`config.mk`:
```
export PLATFORM = sky130hd
export DESIGN_NAME = two_button_debounce_chord
export DESIGN_NICKNAME = d
export VERILOG_FILES = /design/src/sv/tbdc_pkg.sv /design/src/sv/tbdc_debounce.sv /design/src/sv/tbdc_chord.sv /design/src/sv/two_button_debounce_chord.sv
export VERILOG_INCLUDE_DIRS = /design/src /design/src/sv
export SDC_FILE = /design/constraint.sdc
export NUM_CORES = 1
export LEC_CHECK = 0
export ABC_AREA = 1
export BUFFER_PORTS_ARGS = -buffer_cell sky130_fd_sc_hd__buf_2
export CORE_MARGIN = 4
export CORE_UTILIZATION = 55
export CTS_CLUSTER_SIZE = 10
export DETAILED_ROUTE_END_ITERATION = 16
export HOLD_SLACK_MARGIN = 0.1
export PLACE_DENSITY = 0.73
export SLEW_MARGIN = 25
export SYNTH_ARGS = -nofsm -noshare
export SYNTH_HDL_FRONTEND = slang
export SYNTH_SLANG_ARGS = --single-unit
```
`constraint.sdc`:
```
create_clock -name clk -period 5.3 [get_ports clk]
set_clock_uncertainty 0.15 [all_clocks]
set_input_delay 1.06 -clock clk [delete_from_list [all_inputs] [get_ports clk]]
set_output_delay 1.06 -clock clk [all_outputs]
set_load 0.1 [all_outputs]
```
`src/sv/two_button_debounce_chord_macros.svh`:
```
// assertion macros for the two-button debounce and chord block
// expects signals named clk and rst in the scope that uses them
`ifndef TWO_BUTTON_DEBOUNCE_CHORD_MACROS_SVH
`define TWO_BUTTON_DEBOUNCE_CHORD_MACROS_SVH

// same-cycle implication, quiet during reset
`define TBDC_ASSERT_NOW(lbl, ante, cons, msg) \
  lbl: assert property (@(posedge clk) disable iff (rst) (ante) |-> (cons)) \
    else $error(msg);

// next-cycle implication, quiet during reset
`define TBDC_ASSERT_NEXT(lbl, ante, cons, msg) \
  lbl: assert property (@(posedge clk) disable iff (rst) (ante) |=> (cons)) \
    else $error(msg);

`endif

```
`src/sv/tbdc_pkg.sv`:
```
// shared types and constants for the two-button debounce and chord block
// no dependencies
package tbdc_pkg;

  // default width of the timestamp arithmetic
  localparam int TIME_WIDTH_DEF = 32;

  // field and register widths
  localparam int NOW_W   = 32;
  localparam int DEB_W   = 16;
  localparam int CFG_W   = 16;
  localparam int CFG_IDX_W = 2;

  // reset value of the debounce time
  localparam logic [DEB_W-1:0] DEBOUNCE_RESET = DEB_W'(50);

  // configuration register indexes
  localparam logic [CFG_IDX_W-1:0] REG_DEBOUNCE_MS   = 2'd0;
  localparam logic [CFG_IDX_W-1:0] REG_INVERT_FIRST  = 2'd1;
  localparam logic [CFG_IDX_W-1:0] REG_INVERT_SECOND = 2'd2;

  // event codes
  typedef enum logic [1:0] {
    EV_NONE   = 2'd0,
    EV_FIRST  = 2'd1,
    EV_SECOND = 2'd2,
    EV_BOTH   = 2'd3
  } ev_code_t;

  // debounced level of one button before and after the current poll
  typedef struct packed {
    logic deb_old;
    logic deb_new;
  } btn_sts_t;

endpackage

```
`src/sv/tbdc_debounce.sv`:
```
// per-button debouncer: raw history, debounced level and last change time
// depends on tbdc_pkg
module tbdc_debounce import tbdc_pkg::*; #(
  parameter int TIME_WIDTH = TIME_WIDTH_DEF
) (
  input  logic                  clk,
  input  logic                  rst,
  input  logic                  advance,
  input  logic                  raw,
  input  logic [TIME_WIDTH-1:0] now_time,
  input  logic [DEB_W-1:0]      debounce_ms,
  output btn_sts_t              sts
);

  localparam int CMP_W = (TIME_WIDTH > DEB_W) ? TIME_WIDTH : DEB_W;

  logic                  raw_prev;
  logic                  deb;
  logic [TIME_WIDTH-1:0] change_time;

  logic [TIME_WIDTH-1:0] elapsed;
  logic                  take;
  logic                  deb_next;

  // wrapping elapsed time against the debounce window
  always_comb begin
    elapsed  = now_time - change_time;
    take     = (raw != raw_prev) && (CMP_W'(elapsed) >= CMP_W'(debounce_ms));
    deb_next = take ? raw : deb;
  end

  assign sts.deb_old = deb;
  assign sts.deb_new = deb_next;

  // state update once per poll
  always_ff @(posedge clk) begin
    if (rst) begin
      raw_prev    <= 1'b0;
      deb         <= 1'b0;
      change_time <= '0;
    end else if (advance) begin
      raw_prev <= raw;
      deb      <= deb_next;
      if (take) begin
        change_time <= now_time;
      end
    end
  end

endmodule

```
`src/sv/tbdc_chord.sv`:
```
// release and chord decision: single-press events and the chord flag
// depends on tbdc_pkg
module tbdc_chord import tbdc_pkg::*; (
  input  logic     clk,
  input  logic     rst,
  input  logic     advance,
  input  btn_sts_t first,
  input  btn_sts_t second,
  output ev_code_t ev,
  output logic     armed
);

  logic chord_armed;
  logic chord_armed_next;
  logic rel_first, rel_second, held_first, held_second, idle_both;

  // level shapes of the two debounced buttons
  always_comb begin
    rel_first   = first.deb_old && !first.deb_new;
    rel_second  = second.deb_old && !second.deb_new;
    held_first  = first.deb_old && first.deb_new;
    held_second = second.deb_old && second.deb_new;
    idle_both   = !first.deb_old && !first.deb_new && !second.deb_old && !second.deb_new;
  end

  // first release wins over second, both over chord completion
  always_comb begin
    ev               = EV_NONE;
    chord_armed_next = chord_armed;
    if (rel_first && !chord_armed) begin
      if (held_second) begin
        chord_armed_next = 1'b1;
      end else begin
        ev = EV_FIRST;
      end
    end else if (rel_second && !chord_armed) begin
      if (held_first) begin
        chord_armed_next = 1'b1;
      end else begin
        ev = EV_SECOND;
      end
    end else if (chord_armed && idle_both) begin
      chord_armed_next = 1'b0;
      ev               = EV_BOTH;
    end
  end

  assign armed = chord_armed;

  // chord flag
  always_ff @(posedge clk) begin
    if (rst) begin
      chord_armed <= 1'b0;
    end else if (advance) begin
      chord_armed <= chord_armed_next;
    end
  end

endmodule

```
`src/sv/two_button_debounce_chord.sv`:
```
// top level of the two-button debounce and chord block
// depends on tbdc_pkg, tbdc_debounce, tbdc_chord and the macros header
//
// Takes one poll (two pin levels and a millisecond timestamp) per clock while
// the input is not stalled, and returns exactly one event code per poll, in
// order. A poll is captured in an input register, evaluated by a short update
// of the per-button debounce state and the chord flag, and its event is then
// registered in the result register once that register can take it. The result
// register is the only buffer on the output side: while it is stalled and full,
// the input register holds, and once the input register is also full the input
// stalls. Sustained rate is one poll per cycle while the output is not stalled.
// Configuration writes take effect at once and should be made with no poll in
// flight.
`include "two_button_debounce_chord_macros.svh"

module two_button_debounce_chord import tbdc_pkg::*; #(
  parameter int TIME_WIDTH = TIME_WIDTH_DEF
) (
  input  logic                 clk,
  input  logic                 rst,
  // configuration
  input  logic                 cfg_write,
  input  logic [CFG_IDX_W-1:0] cfg_index,
  input  logic [CFG_W-1:0]     cfg_data,
  // poll input
  input  logic                 in_valid,
  output logic                 in_stall,
  input  logic                 level_first,
  input  logic                 level_second,
  input  logic [NOW_W-1:0]     now_ms,
  // event output
  output logic                 out_valid,
  input  logic                 out_stall,
  output logic [1:0]           event_res
);

  logic [DEB_W-1:0] debounce_ms;
  logic             invert_first;
  logic             invert_second;

  logic             s1_valid;
  logic             s1_level_first;
  logic             s1_level_second;
  logic [NOW_W-1:0] s1_now;

  logic                  out_ready;
  logic                  s1_advance;
  logic [TIME_WIDTH-1:0] s1_time;
  btn_sts_t              sts_first;
  btn_sts_t              sts_second;
  ev_code_t              ev;
  logic                  armed;

  // configuration registers
  always_ff @(posedge clk) begin
    if (rst) begin
      debounce_ms   <= DEBOUNCE_RESET;
      invert_first  <= 1'b0;
      invert_second <= 1'b0;
    end else if (cfg_write) begin
      unique case (cfg_index)
        REG_DEBOUNCE_MS:   debounce_ms   <= cfg_data[DEB_W-1:0];
        REG_INVERT_FIRST:  invert_first  <= cfg_data[0];
        REG_INVERT_SECOND: invert_second <= cfg_data[0];
        default: ;
      endcase
    end
  end

  // handshake between input register and result register
  assign out_ready  = !out_valid || !out_stall;
  assign s1_advance = s1_valid && out_ready;
  assign in_stall   = s1_valid && !out_ready;

  // input register
  always_ff @(posedge clk) begin
    if (rst) begin
      s1_valid <= 1'b0;
    end else if (!in_stall) begin
      s1_valid <= in_valid;
    end
  end

  always_ff @(posedge clk) begin
    if (in_valid && !in_stall) begin
      s1_level_first  <= level_first;
      s1_level_second <= level_second;
      s1_now          <= now_ms;
    end
  end

  // timestamp taken modulo the time width
  generate
    if (TIME_WIDTH <= NOW_W) begin : g_time_narrow
      assign s1_time = s1_now[TIME_WIDTH-1:0];
    end else begin : g_time_wide
      assign s1_time = {{(TIME_WIDTH - NOW_W){1'b0}}, s1_now};
    end
  endgenerate

  // per-button debounce
  tbdc_debounce #(
    .TIME_WIDTH (TIME_WIDTH)
  ) u_deb_first (
    .clk         (clk),
    .rst         (rst),
    .advance     (s1_advance),
    .raw         (s1_level_first ^ invert_first),
    .now_time    (s1_time),
    .debounce_ms (debounce_ms),
    .sts         (sts_first)
  );

  tbdc_debounce #(
    .TIME_WIDTH (TIME_WIDTH)
  ) u_deb_second (
    .clk         (clk),
    .rst         (rst),
    .advance     (s1_advance),
    .raw         (s1_level_second ^ invert_second),
    .now_time    (s1_time),
    .debounce_ms (debounce_ms),
    .sts         (sts_second)
  );

  // event decision and chord flag
  tbdc_chord u_chord (
    .clk     (clk),
    .rst     (rst),
    .advance (s1_advance),
    .first   (sts_first),
    .second  (sts_second),
    .ev      (ev),
    .armed   (armed)
  );

  // result register
  always_ff @(posedge clk) begin
    if (rst) begin
      out_valid <= 1'b0;
    end else if (out_ready) begin
      out_valid <= s1_valid;
    end
  end

  always_ff @(posedge clk) begin
    if (s1_advance) begin
      event_res <= ev;
    end
  end

  // checks on the chord flag
  `TBDC_ASSERT_NOW(a_both_needs_armed, s1_advance && ev == EV_BOTH, armed, "both event without armed chord")
  `TBDC_ASSERT_NEXT(a_both_clears_armed, s1_advance && ev == EV_BOTH, !armed, "chord flag kept after both event")
  `TBDC_ASSERT_NOW(a_armed_no_single, s1_advance && armed, ev == EV_NONE || ev == EV_BOTH, "single press while chord armed")
  `TBDC_ASSERT_NEXT(a_armed_holds, !s1_advance, $stable(armed), "chord flag moved without a poll")

endmodule
```
==> run metrics, run 1 <==
WP data required=5.49 ns; kind of critical path=flip-flop to flip-flop; TNS Setup=0 ns; final count of hold timing violations=0; all-layer global routing usage=26.9%; Clock Latency Late Sink=around 0.42 ns; Cell Pwr Density=~300 nW/um2; Hold-fix buffers, CTS=0; initial core utilization=56.3%; status=complete, no violations; Worst Hold Class=flip-flop to flip-flop; asr flop ratio synth=0%; core area=approximately 18000 um2; Slew headroom=46.0%; Tcrit/Tclk final=a little over four fifths; Die Height=around 140 um; RSZ-0062 raised after global routing=no; die area=around 21000 um2; Post-Syn Area=just over 10000 um2; Gate Count Post-Synth=approximately 1600; initial antenna violation count=1; Final Total Pwr=3390 uW; Critical Path Sink Type=flip-flop; IO buf count=60; WL per Instance=14.1 um; total grt overflow=0; crit path max fanout=35; layout cell share with drive strength beyond 1=a little under a tenth; Max clock buf depth=2; Netlist cell types=35; number of synthesized flops with an enable pin=36; first-pass GRT wire length=44200 um; HPWL Detailed=around 22000 um; final WL=approximately 27000 um; CP Launch Type=flip-flop; synth-to-layout area growth=11.2%; chip width=around 140 um; synthesized flop and latch total=roughly 130; Avg Inst Size Synth=6.30 um2; top_reg_cell synth=dfxtp_1; number of global-route vias before repair=about 9000; largest net degree at the start of global routing=85; TritonCTS clock tree=yes; Yosys Warn Count=0; TritonCTS Sinks=125; antenna-violating nets left=0; Num CTS Buffers=17; diodes inserted=0; Max Slew Vio Count=0; Final nets=1829; Clock transition at path regs=roughly 0.060 ns; DR vias=9794; post-place setup slack=0.943 ns; Post-route DRC=0; f_max=0.225 GHz; actual slew at the worst max-slew pin=between 0.8 and 0.9 ns; post-synthesis sequential area ratio=approximately 28%; Via density=between 5 and 6; final setup vio count=0; # IOs=61; final RePlAce weighted congestion=0.933; row count=49; H-tree level count=4; Post-Syn Nets=1768; Initial DRC Count=between 600 and 700; post-CTS sizing=0; post-CTS setup buffer count=0; Setup WS post-layout=0.862 ns; CTS Root Cell=clkbuf_16; final critical-path required period=4.44 ns; leakage dissipation=0.00598 uW; Max Cap Viol=0; drt first pass iters=5; VDD IR max=196 uV; Worst EP arrival=4.63 ns
==> kinds of logic (layout without fill, tap and decap cells) <==
family	count (synthesis)	in the layout	synth area share, %
and+or+nand+nor	771	771	32.0
AOI/OAI and AO/OA	226	226	11.4
buffers and inverters	364	438	13.6
xor gates and xnor gates	33	33	2.84
adders and majority gates	96	96	12.0
DFF	125	125	28.1
==> state kept, by name, indices dropped and copies added (netlist names) <==
register / flops
u_chord.armed: 1
u_deb_second.change_time: 32
s1_level_second: 1
s1_now: 32
u_deb_first.change_time: 32
s1_valid: 1
event_res: 2
u_deb_second.raw_prev: 1
u_deb_first.deb: 1
s1_level_first: 1
invert_first: 1
invert_second: 1
out_valid: 1
debounce_ms: 16
u_deb_first.raw_prev: 1
u_deb_second.deb: 1
==> power breakdown <==
part           leakage (uW)  switching (uW)  internal [uW]
registers           0.00108            41.3           1050
clock network      0.000285             471            691
logic               0.00461             733            405
total               0.00598            1250           2150
==> path summary, 6_finish.rpt <==
check / slack (ns) / from / end / cells past startpoint
setup / recovery: 0.86 / s1_now[0] / u_deb_second.change_time[11] / 26
hold / removal: 0.31 / u_deb_first.change_time[19] / u_deb_first.change_time[19] / 2
hold reg to reg: 0.31 / u_deb_first.change_time[19] / u_deb_first.change_time[19] / 2
setup reg to reg: 0.86 / s1_now[0] / u_deb_second.change_time[11] / 26
==> through the flow <==
| step | instance area (um2) | instances | util (%) | hold WS (ns) |
|---|---|---|---|---|
| after CTS | 11300 | 1918 | 62.6 | 0.310 |
| after global routing | 11300 | 1918 | 62.6 | 0.327 |
| after global placement | 10700 | 1886 | 59.3 | 0.288 |
| after detailed placement | 10700 | 1886 | 59.3 | 0.300 |
| final | 11300 | 1918 | 62.6 | 0.305 |
| after floorplan | 10200 | 1615 | - | 0.277 |
==> cell usage after synthesis (2+ instances only) <==
master / instances / area share (%)
nand2_1: 499 / 18
inv_1: 333 / 12
a21oi_1: 128 / 6.3
nor2_1: 116 / 4.3
ha_1: 94 / 12
dfxtp_1: 89 / 18
o21ai_0: 86 / 4.2
nand3_1: 65 / 3.2
edfxtp_1: 36 / 11
xor2_1: 27 / 2.3
nand2_2: 24 / 1.5
nand4_1: 16 / 0.98
nor2_2: 13 / 0.80
clkbuf_1: 12 / 0.44
nor3_1: 10 / 0.49
and2_1: 6 / 0.37
buf_2: 6 / 0.30
inv_2: 6 / 0.22
nand3_2: 6 / 0.59
xnor2_1: 6 / 0.52
nand3b_1: 5 / 0.37
nor3_2: 4 / 0.39
o21bai_1: 4 / 0.30
a211oi_1: 3 / 0.22
buf_4: 3 / 0.22
o211ai_1: 3 / 0.22
and3_1: 2 / 0.12
buf_1: 2 / 0.074
clkbuf_2: 2 / 0.098
fa_1: 2 / 0.39
nor2_4: 2 / 0.22
o21a_1: 2 / 0.15
==> layer usage <==
| metal | wire [um] | vias to the layer above | track usage [%] |
|---|---|---|---|
| met4 | 583 | 0 | 8.03 |
| li1 | - | 5156 | - |
| met5 | 0 | - | 0 |
| met2 | 12300 | 198 | 43.7 |
| met1 | 12800 | 4395 | 37.2 |
| met3 | 1280 | 45 | 3.94 |
==> layout make-up <==
cell class / count / area (um2)
fillers: 1760 / 6770
multi-input cells: 1126 / 5930
flip-flops and latches: 125 / 2860
inverters: 339 / 1270
clock buffers: 18 / 450
repair buffers: 67 / 365
well taps: 229 / 287
clock inverters: 14 / 145
==> cell usage in the layout, fill, tap and decap left out, types with 18 or more instances in the layout <==
cell,netlist,layout
nand2_1,499,499
inv_1,333,332
a21oi_1,128,128
nor2_1,116,116
ha_1,94,94
dfxtp_1,89,89
o21ai_0,86,86
nand3_1,65,64
buf_2,6,60
edfxtp_1,36,36
xor2_1,27,27
nand2_2,24,24
clkbuf_16,0,18
==> critical path, cell delays in order, from the launching register on <==
cell and delay (ns):
edfxtp_1 0.42, inv_1 0.13, ha_1 0.18, inv_1 0.11, fa_1 0.43, nand2_1 0.08
inv_1 0.05, nand2_1 0.10, nand2_2 0.10, nand2_1 0.09, nand2_2 0.07, nand2_1 0.08
nand2_2 0.09, xor2_1 0.16, ha_1 0.28, inv_1 0.09, nor3_1 0.06, a211oi_1 0.17
nand2_1 0.09, nor2_1 0.10, nand3_1 0.07, nor2_1 0.13, nand3_2 0.15, nand3_2 0.45
buf_12 0.25, o21ai_0 0.10, a21oi_1 0.16
Note: power is estimated with default switching activity, not from simulation.
==> run 2: changes to the inputs <==
- PLACE_DENSITY: 0.73 -> 0.76
- clock period: 5.3 -> 3.7 ns (I/O delays scaled with it)
==> run 2 against run 1 <==
Effect of this change: the run now ends with setup timing left; non-clock buffer count rose by 177; final area rose by 23%; maximum frequency rose by 8.2%; core utilization rose by 15 points; sequential share of layout area fell by 4.8 points; combinational power rose by 120%; sequential power rose by 44%; clock-buffer cell count rose by 1; hold slack improved by 0.0031 ns; register-to-register slack got worse by 1.3 ns; critical path type unchanged; largest cell class unchanged.
==> run metrics, run 2 (same netlist as run 1, synthesis figures left out) <==
Reg2Reg Capture Point=u_deb_first.change_time[10]; Worst EP arrival=approximately 4.3 ns; final count of hold timing violations=0; TritonCTS clock tree=yes; max incr delay on CP=approximately 0.4 ns; Final nets=approximately 2000; H-tree level count=4; Final Total Pwr=5650 uW; commonest non-fill, non-tap cell in the layout=nand2_1; CTS Root Cell=clkbuf_16; Via density=5.63; slowest stage cell, crit path=fa_2; Setup WS post-layout=-0.403 ns; Critical Path Start=s1_now[0]; core area=between 15000 and 20000 um2; die area=between 20000 and 25000 um2; WL per Instance=between 15 and 20 um; Critical Path Sink Type=flip-flop; # IOs=around 60; Max clock buf depth=2; biggest regs=s1_now: 32 flops, u_deb_first.change_time: 32 flops, u_deb_second.change_time: 32 flops; leakage dissipation=between 0.007 and 0.008 uW; final WL=roughly 37000 um; kind of critical path=flip-flop to flip-flop; final RePlAce weighted congestion=0.939; most frequent cells in the layout=nand2_1 (449), inv_1 (321), buf_4 (143); largest net degree at the start of global routing=47; final core occ=a little under 80%; Num CTS Buffers=17; DR vias=about 12000; TritonCTS Sinks=approximately 130; Max Cap Viol=0; drt first pass iters=6; Hold-fix buffers, CTS=0; actual slew at the worst max-slew pin=0.704 ns; status=finished with violations; reg2reg start=s1_now[0]; HPWL Detailed=about 22000 um; CP dominant cell by count=nand2_1; Post-route DRC=0; CP Launch Type=flip-flop; Clock transition at path regs=~0.070 ns; Cell Pwr Density=about 410 nW/um2; all-layer global routing usage=31.0%; first-pass GRT wire length=between 50000 and 60000 um; Slew headroom=between 50% and 60%; WP data required=just under 4 ns; initial antenna violation count=0; Layout fillers=about 1200; synth-to-layout area growth=37.0%; Die Height=between 100 and 150 um; f_max=about 0.24 GHz; total grt overflow=0; IO buf count=60; layout cell share with drive strength beyond 1=27.4%; final critical-path required period=between 4 and 5 ns; Max Slew Vio Count=0; R2R setup slack=-0.40 ns; post-place setup slack=-0.270 ns; Critical Path End=u_deb_first.change_time[10]; Clock Latency Late Sink=approximately 0.43 ns; VDD IR max=about 410 uV; initial core utilization=56.3%; RSZ-0062 raised after global routing=yes; Worst Hold Class=flip-flop to flip-flop; violations in the final reports=setup timing; number of global-route vias before repair=~11000; chip width=roughly 140 um; Tcrit/Tclk final=111%; row count=a little under 50; antenna-violating nets left=0; r2r worst-path depth=29; hold_sp=u_deb_second.change_time[26]; Initial DRC Count=roughly 1500; diodes inserted=0; crit path max fanout=8; final setup vio count=between 60 and 70
run 2: cell count changes in the layout (fill, tap and decap cells not counted), moves of 13 or more:
cell     change
ha_1        -30
a21oi_2     +33
nand2_2     +43
buf_4      +137
ha_4        +28
o21ai_1     +13
buf_6       +19
a21oi_1     -33
nand2_1     -50
o21ai_2     +17
o21ai_0     -34
run 2: cell type report:
class	instances	area [um2]	area share [%]
Multi-Input combinational cell	1126	6910	49.6
Inverter	339	1270	9.15
Timing Repair Buffer	244	2060	14.8
Tap cell	229	287	2.06
Clock buffer	19	433	3.11
Clock inverter	13	108	0.772
Sequential cell	125	2860	20.5
run 2: timing repair:
action	CTS	global route
gates cloned	6	8
pin swaps	33	65
gates resized for setup	84	185
endpoints found under the setup margin	69	69
buffers inserted	43	26
run 2: metrics by stage:
stage | hold slack (ns) | TNS [ns] | area, um2 | std cells
floorplan | 0.277 | 0 | 10200 | 1615
global placement | 0.288 | -2.39 | 11500 | 1983
detailed placement | 0.295 | -9.79 | 11500 | 1983
CTS | 0.304 | -4.69 | 12900 | 2064
global route | 0.326 | -32.24 | 13900 | 2095
finish | 0.308 | -18.99 | 13900 | 2095
run 2: worst min path at each step:
stage / endpoint / slack [ns] / depth (start not counted)
2_1_floorplan: u_deb_first.change_time[0] / 0.28 / 2
3_3_place_gp: u_deb_second.change_time[0] / 0.29 / 2
3_5_place_dp: u_deb_second.change_time[0] / 0.30 / 2
4_1_cts: u_deb_second.change_time[0] / 0.30 / 2
5_1_grt: s1_now[3] / 0.33 / 1
6_report: u_deb_second.change_time[26] / 0.31 / 2
run 2: per-layer routing:
layer	routed length, um	track usage [%]	vias to the layer above
li1	-	-	5505
met5	0	0	-
met4	1810	11.9	0
met1	14000	39.3	5440
met3	3320	5.49	186
met2	17800	52.5	656
run 2: critical path: cells and delay by family, from the launching register on:
| family | cells | cell delay (ns) |
|---|---|---|
| AND/OR/NAND/NOR | 16 | 1.53 |
| adder cells (fa/ha/maj) | 3 | 0.77 |
| buffers and inverters | 6 | 0.64 |
| AO/OA/AOI/OAI | 3 | 0.47 |
| flip-flops | 1 | 0.36 |
| XOR/XNOR | 1 | 0.07 |
run 2: power by group:
group          internal [uW]  switching, uW  total, uW  leakage (uW)
combinational           1040           1430       2480       0.00574
sequential              1510           61.7       1570       0.00108
clock                    873            729       1600      0.000259
total                   3420           2220       5650       0.00707
